<file path="src/hdl/lcc_pkg.sv">
// Package for the keypad code lock controller: codes, widths and the structs
// that travel between the front end, the command queue and the execution stage.
// Depends on nothing; every other file imports it.
`default_nettype none

package lcc_pkg;

   // Number of keys in one code entry (range 4 to 16).
   localparam int CODE_LENGTH = 10;
   localparam int CODE_W      = 4 * CODE_LENGTH;
   localparam int IDX_W       = $clog2(CODE_LENGTH);

   localparam int MASTER_W = 40;
   localparam int THR_W    = 8;
   localparam int UNIT_W   = 4;
   localparam int FAIL_W   = 8;
   localparam int LOCK_W   = 12;
   localparam int KEYS_W   = 4;
   localparam int KEY_W    = 4;

   localparam logic [MASTER_W-1:0] MASTER_RESET = 40'h32882DCBA0;
   localparam logic [63:0]         MASTER_WIDE  = 64'(MASTER_RESET);
   localparam logic [CODE_W-1:0]   STORED_RESET = MASTER_WIDE[CODE_W-1:0];
   localparam logic [THR_W-1:0]    THR_RESET    = 8'd5;
   localparam logic [UNIT_W-1:0]   UNIT_RESET   = 4'd5;
   localparam logic [FAIL_W-1:0]   FAIL_MAX     = 8'd255;

   // Configuration register indexes.
   localparam int CSR_IDX_W = 2;
   localparam logic [CSR_IDX_W-1:0] CSR_MASTER    = 2'd0;
   localparam logic [CSR_IDX_W-1:0] CSR_THRESHOLD = 2'd1;
   localparam logic [CSR_IDX_W-1:0] CSR_UNIT      = 2'd2;

   // Special keys.
   localparam logic [KEY_W-1:0] KEY_STAR = 4'd14;
   localparam logic [KEY_W-1:0] KEY_HASH = 4'd15;

   // Input word kinds carried in tuser.
   localparam logic REQ_KEY  = 1'b0;
   localparam logic REQ_TICK = 1'b1;

   // Lock modes.
   localparam logic [2:0] M_IDLE    = 3'd0;
   localparam logic [2:0] M_ENTER   = 3'd1;
   localparam logic [2:0] M_OLD     = 3'd2;
   localparam logic [2:0] M_NEW     = 3'd3;
   localparam logic [2:0] M_CONFIRM = 3'd4;
   localparam logic [2:0] M_LOCKED  = 3'd5;

   // Result events.
   localparam logic [2:0] EV_NONE      = 3'd0;
   localparam logic [2:0] EV_TAKEN     = 3'd1;
   localparam logic [2:0] EV_UNLOCK    = 3'd2;
   localparam logic [2:0] EV_WRONG     = 3'd3;
   localparam logic [2:0] EV_CHANGED   = 3'd4;
   localparam logic [2:0] EV_MISMATCH  = 3'd5;
   localparam logic [2:0] EV_IGNORED   = 3'd6;
   localparam logic [2:0] EV_LOCK_OVER = 3'd7;

   // Command queue geometry.
   localparam int Q_DEPTH = 2;
   localparam int Q_PTR_W = (Q_DEPTH > 1) ? $clog2(Q_DEPTH) : 1;
   localparam int Q_CNT_W = $clog2(Q_DEPTH + 1);

   localparam int REQ_DATA_W = 8;
   localparam int RSP_DATA_W = 32;

   // A classified input word.
   typedef struct packed {
      logic             is_tick;
      logic             is_star;
      logic             is_marker;  // star or hash
      logic [KEY_W-1:0] key;
   } cmd_type;

   // Configuration registers.
   typedef struct packed {
      logic [MASTER_W-1:0] master;
      logic [THR_W-1:0]    threshold;
      logic [UNIT_W-1:0]   unit;
   } cfg_type;

   // Live state of the execution stage.
   typedef struct packed {
      logic [2:0]        mode;
      logic [KEYS_W-1:0] keys;
      logic [LOCK_W-1:0] lockout;
   } stat_type;

endpackage

`default_nettype wire

</file>
<file path="src/hdl/lcc_front.sv">
// Front end of the keypad code lock controller: accepts input words and
// classifies them into commands for the queue. Depends on lcc_pkg.
`default_nettype none

module lcc_front (
   input  wire logic                          req_tvalid,
   output logic                               req_tready,
   input  wire logic [lcc_pkg::REQ_DATA_W-1:0] req_tdata,  // [3:0] key_code
   input  wire logic                          req_tuser,  // [0] req_type
   input  wire logic                          q_full,
   output logic                               q_push,
   output lcc_pkg::cmd_type                   q_cmd
);
   import lcc_pkg::*;

   logic [KEY_W-1:0] key;

   assign key        = req_tdata[KEY_W-1:0];
   assign req_tready = ~q_full;
   assign q_push     = req_tvalid & ~q_full;

   always_comb begin
      q_cmd.is_tick   = (req_tuser == REQ_TICK);
      q_cmd.is_star   = (key == KEY_STAR);
      q_cmd.is_marker = (key == KEY_STAR) || (key == KEY_HASH);
      q_cmd.key       = key;
   end

endmodule

`default_nettype wire

</file>
<file path="src/hdl/lcc_queue.sv">
// Short command queue between the front end and the execution stage.
// Depends on lcc_pkg for the command type and depth.
`default_nettype none

module lcc_queue (
   input  wire logic             clock,
   input  wire logic             reset,
   input  wire logic             push,
   input  wire lcc_pkg::cmd_type din,
   output logic                  full,
   input  wire logic             pop,
   output lcc_pkg::cmd_type      dout,
   output logic                  valid
);
   import lcc_pkg::*;

   cmd_type              mem_ff [Q_DEPTH];
   logic [Q_PTR_W-1:0]   wr_ptr_ff, wr_ptr_in;
   logic [Q_PTR_W-1:0]   rd_ptr_ff, rd_ptr_in;
   logic [Q_CNT_W-1:0]   count_ff, count_in;

   assign full  = (count_ff == Q_CNT_W'(Q_DEPTH));
   assign valid = (count_ff != '0);
   assign dout  = mem_ff[rd_ptr_ff];

   always_comb begin
      wr_ptr_in = wr_ptr_ff;
      rd_ptr_in = rd_ptr_ff;
      count_in  = count_ff;
      if (push) begin
         wr_ptr_in = (wr_ptr_ff == Q_PTR_W'(Q_DEPTH - 1)) ? '0 : wr_ptr_ff + 1'b1;
      end
      if (pop) begin
         rd_ptr_in = (rd_ptr_ff == Q_PTR_W'(Q_DEPTH - 1)) ? '0 : rd_ptr_ff + 1'b1;
      end
      if (push && !pop) begin
         count_in = count_ff + 1'b1;
      end else if (pop && !push) begin
         count_in = count_ff - 1'b1;
      end
   end

   always_ff @(posedge clock) begin
      if (push) begin
         mem_ff[wr_ptr_ff] <= din;
      end
   end

   always_ff @(posedge clock) begin
      if (reset) begin
         wr_ptr_ff <= '0;
         rd_ptr_ff <= '0;
         count_ff  <= '0;
      end else begin
         wr_ptr_ff <= wr_ptr_in;
         rd_ptr_ff <= rd_ptr_in;
         count_ff  <= count_in;
      end
   end

endmodule

`default_nettype wire

</file>
<file path="src/hdl/lcc_back.sv">
// Execution stage of the keypad code lock controller: runs the lock state
// machine on queued commands and holds the result word. Depends on lcc_pkg.
`default_nettype none

module lcc_back (
   input  wire logic                           clock,
   input  wire logic                           reset,
   input  wire logic                           q_valid,
   input  wire lcc_pkg::cmd_type               q_cmd,
   output logic                                q_pop,
   input  wire lcc_pkg::cfg_type               cfg,
   output logic                                rsp_tvalid,
   input  wire logic                           rsp_tready,
   output logic [lcc_pkg::RSP_DATA_W-1:0]      rsp_tdata,
   output lcc_pkg::stat_type                   stat
);
   import lcc_pkg::*;

   logic [2:0]        mode_ff, mode_in;
   logic [IDX_W-1:0]  idx_ff, idx_in;
   logic [FAIL_W-1:0] fail_ff, fail_in;
   logic [LOCK_W-1:0] lock_ff, lock_in;
   logic [CODE_W-1:0] stored_ff, stored_in;
   logic [CODE_W-1:0] entry_ff, entry_in;
   logic [CODE_W-1:0] newc_ff, newc_in;
   logic              rsp_valid_ff;
   logic [RSP_DATA_W-1:0] rsp_data_ff, rsp_data_in;

   logic [2:0]        ev;
   logic [CODE_W-1:0] entry_full;
   logic [CODE_W-1:0] master_cmp;
   logic [63:0]       master_wide;
   logic [FAIL_W-1:0] fail_inc;
   logic [LOCK_W-1:0] lock_time;
   logic [LOCK_W-1:0] lock_dec;

   assign q_pop = q_valid & (~rsp_valid_ff | rsp_tready);

   assign master_wide = 64'(cfg.master);
   assign master_cmp  = master_wide[CODE_W-1:0];
   assign fail_inc    = (fail_ff == FAIL_MAX) ? fail_ff : fail_ff + 1'b1;
   assign lock_time   = LOCK_W'(fail_inc) * LOCK_W'(cfg.unit);
   assign lock_dec    = (lock_ff != '0) ? lock_ff - 1'b1 : lock_ff;

   always_comb begin
      entry_full = entry_ff;
      entry_full[4*idx_ff +: 4] = q_cmd.key;
   end

   always_comb begin
      mode_in   = mode_ff;
      idx_in    = idx_ff;
      fail_in   = fail_ff;
      lock_in   = lock_ff;
      stored_in = stored_ff;
      entry_in  = entry_ff;
      newc_in   = newc_ff;
      ev        = EV_NONE;
      if (q_cmd.is_tick) begin
         if (mode_ff == M_LOCKED) begin
            lock_in = lock_dec;
            if (lock_dec == '0) begin
               mode_in = M_IDLE;
               ev      = EV_LOCK_OVER;
            end
         end
      end else if (mode_ff == M_LOCKED) begin
         ev = EV_IGNORED;
      end else if (mode_ff == M_IDLE) begin
         // The opening key only selects the kind of entry.
         mode_in  = q_cmd.is_star ? M_OLD : M_ENTER;
         idx_in   = '0;
         entry_in = '0;
         ev       = EV_TAKEN;
      end else if (q_cmd.is_marker) begin
         ev = EV_IGNORED;
      end else if (idx_ff != IDX_W'(CODE_LENGTH - 1)) begin
         entry_in = entry_full;
         idx_in   = idx_ff + 1'b1;
         ev       = EV_TAKEN;
      end else begin
         entry_in = entry_full;
         idx_in   = '0;
         unique case (mode_ff)
            M_ENTER: begin
               mode_in = M_IDLE;
               if (entry_full == stored_ff) begin
                  fail_in = '0;
                  ev      = EV_UNLOCK;
               end else begin
                  fail_in = fail_inc;
                  ev      = EV_WRONG;
                  if (fail_inc > cfg.threshold && lock_time != '0) begin
                     lock_in = lock_time;
                     mode_in = M_LOCKED;
                  end
               end
            end
            M_OLD: begin
               if (entry_full == stored_ff || entry_full == master_cmp) begin
                  mode_in  = M_NEW;
                  entry_in = '0;
                  ev       = EV_TAKEN;
               end else begin
                  mode_in = M_IDLE;
                  ev      = EV_WRONG;
               end
            end
            M_NEW: begin
               newc_in  = entry_full;
               mode_in  = M_CONFIRM;
               entry_in = '0;
               ev       = EV_TAKEN;
            end
            default: begin
               mode_in = M_IDLE;
               if (entry_full == newc_ff) begin
                  stored_in = newc_ff;
                  ev        = EV_CHANGED;
               end else begin
                  ev = EV_MISMATCH;
               end
            end
         endcase
      end
      rsp_data_in = {2'b00, lock_in, fail_in, KEYS_W'(idx_in), mode_in, ev};
   end

   always_ff @(posedge clock) begin
      if (q_pop) begin
         rsp_data_ff <= rsp_data_in;
      end
   end

   always_ff @(posedge clock) begin
      if (reset) begin
         mode_ff      <= M_IDLE;
         idx_ff       <= '0;
         fail_ff      <= '0;
         lock_ff      <= '0;
         stored_ff    <= STORED_RESET;
         entry_ff     <= '0;
         newc_ff      <= '0;
         rsp_valid_ff <= 1'b0;
      end else begin
         if (q_pop) begin
            mode_ff   <= mode_in;
            idx_ff    <= idx_in;
            fail_ff   <= fail_in;
            lock_ff   <= lock_in;
            stored_ff <= stored_in;
            entry_ff  <= entry_in;
            newc_ff   <= newc_in;
         end
         if (q_pop) begin
            rsp_valid_ff <= 1'b1;
         end else if (rsp_tready) begin
            rsp_valid_ff <= 1'b0;
         end
      end
   end

   assign rsp_tvalid   = rsp_valid_ff;
   assign rsp_tdata    = rsp_data_ff;
   assign stat.mode    = mode_ff;
   assign stat.keys    = KEYS_W'(idx_ff);
   assign stat.lockout = lock_ff;

endmodule

`default_nettype wire

</file>
<file path="src/hdl/keypad_code_lock_controller.sv">
// Top level of the keypad code lock controller: configuration registers,
// front end, command queue and execution stage. Depends on lcc_pkg,
// lcc_front, lcc_queue and lcc_back.
`default_nettype none

//  Channel   Direction  Handshake               Contents
//  req_      in         tvalid/tready           tuser: req_type, tdata: key_code
//  rsp_      out        tvalid/tready           tdata: event, mode, keys, failures,
//                                                      lockout seconds left
//  csr_      in         csr_we (no wait)        csr_addr selects, csr_wdata value
//
// A new word is accepted every cycle as long as results are taken. An accepted
// word waits in the two-entry command queue until the execution stage pops it;
// the pop registers its result in the output register, which offers it from
// then on. The lock state machine, with its parallel ten-nibble compares, sets
// that rate.
// Reset is synchronous and active high; it restores the configuration and the
// stored code to their defaults and empties the queue.
// A stalled result holds in the output register while the queue keeps taking
// words; req_tready drops only when the queue is full.

module keypad_code_lock_controller (
   input  wire logic                            clock,
   input  wire logic                            reset,
   input  wire logic                            req_tvalid,
   output logic                                 req_tready,
   input  wire logic [lcc_pkg::REQ_DATA_W-1:0]  req_tdata,   // [3:0] key_code
   input  wire logic                            req_tuser,   // [0] req_type
   output logic                                 rsp_tvalid,
   input  wire logic                            rsp_tready,
   // [2:0] event_res, [5:3] mode, [9:6] keys_entered, [17:10] failures,
   // [29:18] lockout_left
   output logic [lcc_pkg::RSP_DATA_W-1:0]       rsp_tdata,
   input  wire logic                            csr_we,
   input  wire logic [lcc_pkg::CSR_IDX_W-1:0]   csr_addr,
   input  wire logic [lcc_pkg::MASTER_W-1:0]    csr_wdata
);
   import lcc_pkg::*;

   // Configuration registers; writes to an unused index are dropped.
   logic [MASTER_W-1:0] master_ff;
   logic [THR_W-1:0]    thr_ff;
   logic [UNIT_W-1:0]   unit_ff;
   cfg_type             cfg;

   always_ff @(posedge clock) begin
      if (reset) begin
         master_ff <= MASTER_RESET;
         thr_ff    <= THR_RESET;
         unit_ff   <= UNIT_RESET;
      end else if (csr_we) begin
         unique case (csr_addr)
            CSR_MASTER:    master_ff <= csr_wdata;
            CSR_THRESHOLD: thr_ff    <= csr_wdata[THR_W-1:0];
            CSR_UNIT:      unit_ff   <= csr_wdata[UNIT_W-1:0];
            default: begin
            end
         endcase
      end
   end

   assign cfg.master    = master_ff;
   assign cfg.threshold = thr_ff;
   assign cfg.unit      = unit_ff;

   // The front end classifies each word and hands it to the queue.
   logic     q_full;
   logic     q_push;
   cmd_type  push_cmd;
   logic     q_pop;
   logic     q_valid;
   cmd_type  pop_cmd;
   stat_type stat;

   lcc_front u_front (
      .req_tvalid (req_tvalid),
      .req_tready (req_tready),
      .req_tdata  (req_tdata),
      .req_tuser  (req_tuser),
      .q_full     (q_full),
      .q_push     (q_push),
      .q_cmd      (push_cmd)
   );

   lcc_queue u_queue (
      .clock (clock),
      .reset (reset),
      .push  (q_push),
      .din   (push_cmd),
      .full  (q_full),
      .pop   (q_pop),
      .dout  (pop_cmd),
      .valid (q_valid)
   );

   // The execution stage pops a command whenever its result register is free
   // or is being emptied in the same cycle.
   lcc_back u_back (
      .clock      (clock),
      .reset      (reset),
      .q_valid    (q_valid),
      .q_cmd      (pop_cmd),
      .q_pop      (q_pop),
      .cfg        (cfg),
      .rsp_tvalid (rsp_tvalid),
      .rsp_tready (rsp_tready),
      .rsp_tdata  (rsp_tdata),
      .stat       (stat)
   );

   // A lockout always has time left; it ends on the tick that reaches zero.
   a_locked_has_time : assert property (@(posedge clock) disable iff (reset)
      stat.mode == M_LOCKED |-> stat.lockout != '0)
      else $error("locked out with no lockout time left");

   // Idle never leaves a partial entry behind.
   a_idle_no_keys : assert property (@(posedge clock) disable iff (reset)
      stat.mode == M_IDLE |-> stat.keys == '0)
      else $error("idle with keys still counted");

   // An unlock result always reports a cleared failure count.
   a_unlock_clears : assert property (@(posedge clock) disable iff (reset)
      rsp_tvalid && rsp_tdata[2:0] == EV_UNLOCK |-> rsp_tdata[17:10] == '0)
      else $error("unlock reported with failures outstanding");

   // The queue pops only while it holds a command.
   a_pop_needs_cmd : assert property (@(posedge clock) disable iff (reset)
      q_pop |-> q_valid)
      else $error("command popped from an empty queue");

endmodule

`default_nettype wire
</file>
<file path="config.mk">
export PLATFORM = sky130hd
export DESIGN_NAME = keypad_code_lock_controller
export DESIGN_NICKNAME = d
export VERILOG_FILES = /design/src/hdl/lcc_pkg.sv /design/src/hdl/lcc_front.sv /design/src/hdl/lcc_queue.sv /design/src/hdl/lcc_back.sv /design/src/hdl/keypad_code_lock_controller.sv
export SDC_FILE = /design/constraint.sdc
export NUM_CORES = 1
export LEC_CHECK = 0
export BUFFER_PORTS_ARGS = -buffer_cell sky130_fd_sc_hd__buf_4
export CORE_MARGIN = 10
export CORE_UTILIZATION = 50
export DETAILED_ROUTE_END_ITERATION = 8
export GPL_TIMING_DRIVEN = 0
export PLACE_DENSITY = 0.78
export SETUP_SLACK_MARGIN = 0.05
export SYNTH_ARGS = -nofsm -noshare
export SYNTH_HDL_FRONTEND = slang
export SYNTH_SLANG_ARGS = --single-unit
</file>
<file path="constraint.sdc">
create_clock -name clock -period 7.8 [get_ports clock]
set_input_delay 1.56 -clock clock [delete_from_list [all_inputs] [get_ports clock]]
set_output_delay 1.56 -clock clock [all_outputs]
set_load 0.02 [all_outputs]
</file>
; Word-level counts from Yosys, hierarchy flattened
; Memory sizes are Yosys's and may differ from the RTL's. A register that Yosys moved wholly into a read port is not among the register bits.
; Cells that the tools add are included.
; W data, S select, Z words.
[totals]
reg_bits = 234
latchBits = 0
ram_bits = 14
rom_bits = 0
in_bits = 56
elab_cells = 138
n_memories = 1
[op_classes]
n_addsub = 8
mul = 1
n_div = 0
magnitude_cmp = 1
n_eq_ne = 15
shift = 2
mux = 62
bitwise = 11
n_reduce_logical = 22
[memory_table]
columns = memory, words, word_bits, rd, rd_clocked_by_memory_dff, wr, line_no
row1 = u_queue.mem_ff, 2, 7, 1, 1, 1, lcc_queue.sv:17  ; cmd_type mem_ff [Q_DEPTH];
[ops]
columns = operator, count
row1 = $mux W40, 4
row2 = $eq A40 B40 Y1, 3
row3 = $mux W12, 10
row4 = $pmux W40 S2, 1
row5 = $mux W8, 8
row6 = $mux W3, 16
row7 = $bwmux W40, 1
row8 = $shift A4 B34 Y40 const A, 1
row9 = $shiftx A4 B34 Y40, 1
row10 = $neg A6 Y34, 1
row11 = $reduce_bool A12 Y1, 2
row12 = $mux W4, 5
row13 = $pmux W3 S3, 2
row14 = $logic_not A12 Y1, 1
row15 = $mul A8 B4 Y12, 1
row16 = $sub A12 B1 Y12 const B, 1
row17 = $mux W1, 10
row18 = $mux W2, 5
row19 = $add A8 B1 Y8 const B, 1
row20 = $eq A4 B4 Y1 const B, 2
row21 = $eq A8 B8 Y1 const B, 1
row22 = $gt A8 B8 Y1, 1
row23 = $not A1 Y1, 8
row24 = $reduce_and A8 Y1, 1
row25 = other kinds (23), 35

; Logic depth before layout (Yosys ltp)
; Gate-level depths: netlist of the first run.
[depth]
depth_word = 13
ltp_mapped = 23

; Cells and area by module
; A second synthesis of the first run with hierarchy kept.
[unflattened]
hier_cells = 1791
hier_area_um2 = 15394.8
[by_module_without_submodules]
columns = module, instances, cells_per_inst, area_per_inst_um2
row1 = lcc_back, 1, 1519, 12414.4
row2 = keypad_code_lock_controller, 1, 219, 2202.1
row3 = lcc_queue, 1, 44, 714.4
row4 = lcc_front, 1, 9, 63.8

; Least setup slack after synthesis of the first run
; No wires, ideal clock.
[synth_path]
path_kind = register to register
startpoint = reg u_back.fail_ff[0]
endpoint = reg u_back.rsp_data_ff[20], in the netlist u_back.rsp_tdata[20] (data pin)
arrival_ps = 5222
setup_slack_ps = 2298
stages_incl_launch_ff = 21
n_path_buf = 1
synth_period_minus_slack_ps = 5502
path_cell_list = dfxtp_1 -> ha_1 -> and3_1 -> nand3_1 -> and2_1 -> xnor2_1 -> nor2b_1 -> fa_1 -> fa_1 -> ha_1 -> o21ai_0 -> nor2_1 -> o21a_1 -> o41ai_2 -> xnor2_1 -> or4_1 -> o31ai_4 -> nor3_2 -> buf_6 -> nor3b_1 -> a311oi_1
[synth_via]
elab_chain_cells = 13
word_cells_on_any_way = 15
cone_classes = add/sub: 1 / mul: 1 / order compare: 1 / eq/ne: 1 / mux: 9 / reduce/logical: 2
[synth_rtl]
columns = item, line_no
row1 = from (decl), lcc_back.sv:21  ; logic [FAIL_W-1:0] fail_ff, fail_in;
row2 = from (signal assigned), lcc_back.sv:149  ; fail_ff <= fail_in;
row3 = $add A8 B1 Y8 or $eq A8 B8 Y1 (tied branches), lcc_back.sv:41  ; assign fail_inc = (fail_ff == FAIL_MAX) ? fail_ff : fail_ff + 1'b1;
row4 = $mux W8 *, lcc_back.sv:41
row5 = $mul A8 B4 Y12, lcc_back.sv:42  ; assign lock_time = LOCK_W'(fail_inc) * LOCK_W'(cfg.unit);
row6 = $reduce_bool A12 Y1, lcc_back.sv:93  ; if (fail_inc > cfg.threshold && lock_time != '0) begin
row7 = $logic_and A1 B1 Y1, lcc_back.sv:93
row8 = $mux W12 *, lcc_back.sv:93
row9 = $mux W12 *, lcc_back.sv:87  ; if (entry_full == stored_ff) begin
row10 = $mux W12 *, lcc_back.sv:84  ; unique case (mode_ff)
row11 = $mux W12 *, lcc_back.sv:77  ; end else if (idx_ff != IDX_W'(CODE_LENGTH - 1)) begin
row12 = $mux W12 *, lcc_back.sv:75  ; end else if (q_cmd.is_marker) begin
row13 = $mux W12 *, lcc_back.sv:69  ; end else if (mode_ff == M_IDLE) begin
row14 = $mux W12 *, lcc_back.sv:67  ; end else if (mode_ff == M_LOCKED) begin
row15 = $mux W12 *, lcc_back.sv:59  ; if (q_cmd.is_tick) begin
row16 = via u_back.lock_in[2], lcc_back.sv:22  ; logic [LOCK_W-1:0] lock_ff, lock_in;
row17 = to (signal assigned), lcc_back.sv:131  ; rsp_data_ff <= rsp_data_in;
row18 = to (decl), lcc_back.sv:27  ; logic [RSP_DATA_W-1:0] rsp_data_ff, rsp_data_in;
; The timed path passes the listed nets; every way through them passes the cells marked *.
; A chain may end at the register's enable or synchronous reset.

; Final worst setup path of the first run
[layout_path]
startpoint = reg u_back.fail_ff[3]
endpoint = reg u_back.rsp_data_ff[18], in the netlist u_back.rsp_tdata[18] (data pin)
; The elaborated chain is that of the path after synthesis.

==> results of run 1 <==
Yosys cell counts, types with 23 or more instances:
cell | count | area share
a211o_1 | 23 | 0.014
a211oi_1 | 50 | 0.026
a21oi_1 | 90 | 0.032
clkbuf_1 | 55 | 0.014
dfxtp_1 | 205 | 0.29
edfxtp_1 | 44 | 0.093
ha_1 | 32 | 0.028
inv_1 | 53 | 0.014
mux2i_1 | 40 | 0.028
nand2_1 | 193 | 0.051
nand3_1 | 34 | 0.012
nand3b_1 | 24 | 0.013
nor2_1 | 181 | 0.048
nor2b_1 | 28 | 0.012
nor3_1 | 35 | 0.012
o21ai_0 | 70 | 0.025
xnor2_1 | 60 | 0.037
xor2_1 | 51 | 0.031
placed cells by master (no fill, tap or decap), types with 35 or more instances in the layout:
cell | Yosys | routed
a211oi_1 | 50 | 50
clkbuf_1 | 55 | 56
nor3_1 | 35 | 35
inv_1 | 53 | 53
o21ai_0 | 70 | 70
nor2_1 | 181 | 181
a21oi_1 | 90 | 90
mux2i_1 | 40 | 40
buf_4 | 8 | 91
xnor2_1 | 60 | 60
dfxtp_1 | 205 | 205
edfxtp_1 | 44 | 44
xor2_1 | 51 | 51
nand2_1 | 193 | 193
worst max-delay path: stages, from the launching register on:
cell and delay, ns:
dfxtp_1 0.42, and3_1 0.22, and3_1 0.24, nand3_1 0.29, and2_1 0.27, xnor2_1 0.44, nor2b_1 0.13, fa_1 0.48
fa_1 0.51, ha_1 0.36, o21ai_0 0.17, nor2_1 0.08, o21a_1 0.22, o41ai_2 0.35, xnor2_1 0.19, or4_1 0.54
o31ai_4 0.53, nor3_2 0.14, buf_6 0.18, a221oi_1 0.41
how the worst max path moves through the flow:
stage	from	to	slack (ns)	cells after the start
after floorplan	u_back.fail_ff[0]	u_back.rsp_tdata[20]	2.30	20
after global placement	u_back.fail_ff[0]	u_back.rsp_tdata[20]	1.63	20
after detailed placement	u_back.fail_ff[0]	u_back.rsp_tdata[20]	1.58	20
after CTS	u_back.fail_ff[0]	u_back.rsp_tdata[20]	1.54	20
after global routing	u_back.fail_ff[0]	u_back.rsp_tdata[20]	1.05	19
final	u_back.fail_ff[3]	u_back.rsp_tdata[18]	1.40	19
metal layers:
| metal | global-route usage | vias to the layer above | share of wire |
|---|---|---|---|
| li1 | - | 6091 | - |
| met1 | 0.332 | 6191 | 0.42 |
| met2 | 0.418 | 644 | 0.45 |
| met3 | 0.0388 | 125 | 0.078 |
| met4 | 0.119 | 0 | 0.049 |
| met5 | 0 | - | 0 |
cell type report:
class,count,share of cell area
Buffer,93,0.0279
Clock inverter,22,0.0222
Sequential cell,249,0.329
Timing Repair Buffer,83,0.0378
Inverter,55,0.0125
Tap cell,378,0.0287
Multi-Input combinational cell,1237,0.496
Clock buffer,32,0.0459
power by group through the flow:
| stage | sequential (uW) | clock (uW) | combinational (uW) |
|---|---|---|---|
| after floorplan | 1630 | 0 | 777 |
| after global placement | 1560 | 0 | 1270 |
| after detailed placement | 1560 | 0 | 1290 |
| after CTS | 1530 | 1600 | 1300 |
| after global routing | 1550 | 1650 | 1440 |
| final | 1530 | 1580 | 1330 |
per-stage QoR:
step	util	hold WS, ns	cell area, um2	setup slack [ns]
floorplan	-	0.419	14300	2.30
global placement	0.549	0.430	15300	1.63
detailed placement	0.550	0.436	15400	1.58
global route	0.590	0.475	16500	1.05
CTS	0.590	0.451	16500	1.54
finish	0.590	0.449	16500	1.40
cell families (layout without fill, tap and decap cells):
group / Yosys count / count (layout) / share of synthesized area
muxes: 50 / 50 / 0.0396
other: 1 / 2 / 0.000263
and+or+nand+nor: 649 / 649 / 0.226
xor gates and xnor gates: 112 / 112 / 0.0694
buffers and inverters: 148 / 285 / 0.0466
adders and majority gates: 44 / 44 / 0.0450
AOI/OAI and AO/OA: 380 / 380 / 0.192
DFF: 249 / 249 / 0.381
flip-flops by register name, indices dropped and copies added (netlist names), 8 cells and up, named ones only:
signal and cells:
u_back.entry_ff 40, u_back.fail_ff 8, u_back.lock_ff 12, u_back.stored_ff 40, u_back.rsp_tdata 30, master_ff 40, thr_ff 8, u_back.newc_ff 40
u_queue.mem_ff 14
==> flow_summary.ini, run 1 <==
[yosys]
ys_ff_latch = 249
ys.flop_type = dfxtp_1
yosysWarnings = 0
synthArstFlopShare = 0
postSynthCellCount = 1633
postSynthAreaPerCell_um2 = 8.73
synth_area_mm2 = 0.0142
synth.distinct_cells = 104
yosysSeqAreaShare = 0.381
synth_edf_count = 44

[clock_network]
cts_max_level = 1
cts.repair.resized = 0
cts_root_buffer = clkbuf_16
clk_latency_ns = 0.57
cts_hold_buffers = 0
cts_tree = built
clockBufferDepth = 3
cts_sinks = 249
post_cts_buffers = 0
cts_buffers = 29
clk_pin_slew_worst_paths_ns = 0.06

[worst_setup_path]
path_class = flip-flop to flip-flop
cp_data_arrival_time_ns = 6.74
cp-start-kind = flip-flop
r2r_setup_slack_ns = 1.40
reg2reg_from = u_back.fail_ff[3]
worst_r2r_endpoint = u_back.rsp_tdata[18]
end_kind = flip-flop
reg2reg_depth = 19
cp_max_fo = 10
cp.required_ns = 8.14

[timing]
setup_tns_ns = 0
fin_skew_ns = 0.0120
slew-limit-headroom = 0.242
grt_setup_unrepaired = no
slew_violations = 0
fin_crit_ns = 6.40
clock.fmax_mhz = 156
tightest_slew_ns = 1.10
post-route-period-util = 0.821
hold_viol = 0
setup_viol = 0

[drt]
ant_nets = 0
vias = 13100
post_drt_wl_per_cell_um = 22.2
first_iter_violations = 1489
route.detailed.drc = 0
wirelength_um = 47700
vias_per_cell = 6.07
first_pass_iters = 8

[die]
core_area_mm2 = 0.0279
die_h_um = 189
rows = 61
io_pins = 90
die_x_um = 189
dieArea_mm2 = 0.0357
initial_core_util = 0.510

[power]
intPower_uw = 2900
p_leak_uw = 0.00639
switching_share = 0.347
p_clk_frac = 0.356
pwr-share-comb = 0.299
p_per_area_mw_per_mm2 = 270
p_switching_uw = 1540
ir_drop_v = 0.000194
finalPower_uw = 4450
pwr-share-seq = 0.345

[hold_path]
hold_class = flip-flop to flip-flop
hold_path_depth = 2
min_from = u_back.entry_ff[13]
holdPathEnd = u_back.entry_ff[13]

[cells_and_area]
multiInputGateArea_mm2 = 0.00817
antenna_cells = 0
drive_gt1_frac = 0.133
area_growth_syn_to_layout_pct = 15.6
num-nets-final = 1848
filler_cell_count = 2555
stdcell_count = 2149
regArea_mm2 = 0.00543

[global_route]
grt_pass1_wl_um = 73100
grt_usage = 0.258
grt_pass1_vias = 12500
grt_max_degree = 40
overflow = 0
antenna_found_initial = 0

[place]
dp_hpwl_um = 36300
dp.cells = 2095
io_buffers = 83
gp_congestion = 0.978

[status]
status = finished clean

[run]
maxCapViolations = 0
Note: power is estimated with default switching activity, not from simulation.
==> run 2: changes to the inputs <==
--- a/config.mk
+++ b/config.mk
@@ -10,7 +10,7 @@
 export CORE_UTILIZATION = 50
 export DETAILED_ROUTE_END_ITERATION = 8
 export GPL_TIMING_DRIVEN = 0
-export PLACE_DENSITY = 0.78
+export PLACE_DENSITY = 0.8
 export SETUP_SLACK_MARGIN = 0.05
 export SYNTH_ARGS = -nofsm -noshare
 export SYNTH_HDL_FRONTEND = slang
==> constraint.sdc (replaced) <==
create_clock -name clock -period 5.54 [get_ports clock]
set_input_delay 1.108 -clock clock [delete_from_list [all_inputs] [get_ports clock]]
set_output_delay 1.108 -clock clock [all_outputs]
set_load 0.02 [all_outputs]
==> flow_summary.ini, run 2 (same netlist as run 1, synthesis figures left out) <==
[power]
pwr-share-comb = 0.319
p_switching_uw = 2230
ir_drop_v = 0.000242
switching_share = 0.360
p_clk_frac = 0.332
p_per_area_mw_per_mm2 = 365
p_leak_uw = 0.00653
finalPower_uw = 6190
pwr-share-seq = 0.349
intPower_uw = 3960

[die]
core_area_mm2 = 0.0279
initial_core_util = 0.510
die_h_um = 189
die_x_um = 189
dieArea_mm2 = 0.0357
io_pins = 90
rows = 61

[cells_and_area]
filler_cell_count = 2410
antenna_cells = 0
area_growth_syn_to_layout_pct = 19.0
drive_gt1_frac = 0.170
final_cell_mix = dfxtp_1 (199), nand2_1 (191), nor2_1 (179), buf_4 (115), a21oi_1 (89)
fin_area_mm2 = 0.0170
final_common_cell = dfxtp_1
fin_util = 0.607
num-nets-final = 1875

[worst_setup_path]
cp-start-kind = flip-flop
cp.required_ns = 5.84
end_kind = flip-flop
cp_max_fo = 7
cp_data_arrival_time_ns = 5.79
reg2reg_from = u_back.fail_ff[0]
reg2reg_depth = 20
critical_path.top_delay_family = adder cells
worst_r2r_endpoint = u_back.rsp_tdata[23]
path_buf_inv = 1
path_class = flip-flop to flip-flop
cp_cell_sequence = ha_4, and3_4, nand3_4, nand4_1, xor2_2, nor2b_2, fa_1, fa_1, ha_4, o21ai_0, nor2_1, o21a_1, o22ai_1, xnor2_1, or4_4, o31ai_4, buf_6, o31ai_2, o21a_1, o221a_2
r2r_setup_slack_ns = 0.05
critPathMaxStageDelay_ns = 0.57
cpMaxStageDelayCell = fa_1

[clock_network]
clk_latency_ns = 0.58
cts_tree = built
cts_hold_buffers = 0
clk_pin_slew_worst_paths_ns = 0.06
cts_root_buffer = clkbuf_16
cts_sinks = 249
cts_buffers = 28
cts_max_level = 1
clockBufferDepth = 3

[global_route]
grt_max_degree = 40
met3_usage = 0.0445
antenna_found_initial = 0
grt_busiest_layer = met2
grt_pass1_wl_um = 73300
grt_pass1_vias = 12800
grt_use_met2 = 0.427
grt_usage = 0.257
overflow = 0
grtUsageMet1 = 0.313

[hold_path]
hold_path_depth = 2
hold_class = flip-flop to flip-flop
min_from = u_back.entry_ff[15]
holdPathEnd = u_back.entry_ff[15]

[place]
placed_area_mm2 = 0.0154
io_buffers = 83
gp_congestion = 0.982
dp_hpwl_um = 36000
dp_slack_ns = -0.672

[status]
status = finished clean

[timing]
setup_viol = 0
grt_setup_unrepaired = yes
hold_viol = 0
slew-limit-headroom = 0.296
fin_skew_ns = 0.0260
setup_slack_ns = 0.0486
slew_violations = 0
post-route-period-util = 0.991
clock.fmax_mhz = 182
fin_crit_ns = 5.49
tightest_slew_ns = 1.03

[drt]
route.detailed.drc = 0
first_pass_iters = 5
post_drt_wl_per_cell_um = 22.6
first_iter_violations = 1484
vias = 13500
vias_per_cell = 6.23
wirelength_um = 49200
ant_nets = 0

[run]
maxCapViolations = 0
==> run 2: cell types whose count changed in the layout (fill, tap and decap cells not counted), sizes merged <==
| cell | change |
|---|---|
| buf | +28 |
| bufinv | -4 |
| clkbuf | +5 |
| clkinv | -1 |
| clkinvlp | -2 |
==> run 2: area by class of cell <==
class,count,area [um2],share of cell area
inverters,55,206,0.0122
flip-flops and latches,249,5450,0.321
plain buffers,93,459,0.0271
well taps,378,473,0.0279
clock buffers,37,785,0.0463
multi-input cells,1237,8500,0.501
repair buffers,111,851,0.0502
clock inverters,15,243,0.0143
==> run 2: how the worst max path moves through the flow <==
stage | startpoint | endpoint | cells after the start
after floorplan | u_back.fail_ff[0] | u_back.rsp_tdata[20] | 20
after global placement | u_back.fail_ff[0] | u_back.rsp_tdata[20] | 20
after detailed placement | u_back.fail_ff[0] | u_back.rsp_tdata[20] | 20
after CTS | u_back.fail_ff[3] | u_back.rsp_tdata[27] | 20
after global routing | u_back.fail_ff[4] | u_back.rsp_tdata[20] | 22
final | u_back.fail_ff[0] | u_back.rsp_tdata[23] | 20
==> run 2: timing repair <==
item | 4_1_cts | 5_1_grt
setup endpoints to repair | 28 | 100
gates cloned | 0 | 1
pin swaps | 6 | 27
resized for setup | 34 | 34
setup buffers | 11 | 16
==> run 2: routing by layer <==
layer | part of all wire | routed length (um)
met5 | 0 | 0
met4 | 0.062 | 3060
met3 | 0.091 | 4460
met2 | 0.46 | 22800
met1 | 0.38 | 18800
==> run 2: stage by stage <==
stage	setup TNS (ns)	hold WS, ns	std cells
2_1_floorplan	0	0.419	1634
5_1_grt	-0.783	0.479	2175
4_1_cts	0	0.453	2158
3_3_place_gp	-9.53	0.434	2095
3_5_place_dp	-13.22	0.438	2095
6_report	0	0.449	2175
==> run 2: worst register-to-register path, delay by kind of cell (launching register included) <==
family                   cells  cell delay (ns)
adder cells (fa/ha/maj)      4             1.52
AND/OR/NAND/NOR              6             1.41
AO/OA/AOI/OAI                7             1.25
XOR/XNOR                     2             0.48
flip-flops                   1             0.39
buffers and inverters        1             0.17
==> run 2: power by group through the flow <==
stage / combinational, uW / clock [uW] / sequential, uW
after floorplan: 1090 / 0 / 2300
after global placement: 1800 / 0 / 2190
after detailed placement: 1830 / 0 / 2190
after CTS: 1870 / 2060 / 2160
after global routing: 2110 / 2130 / 2180
final: 1980 / 2060 / 2160
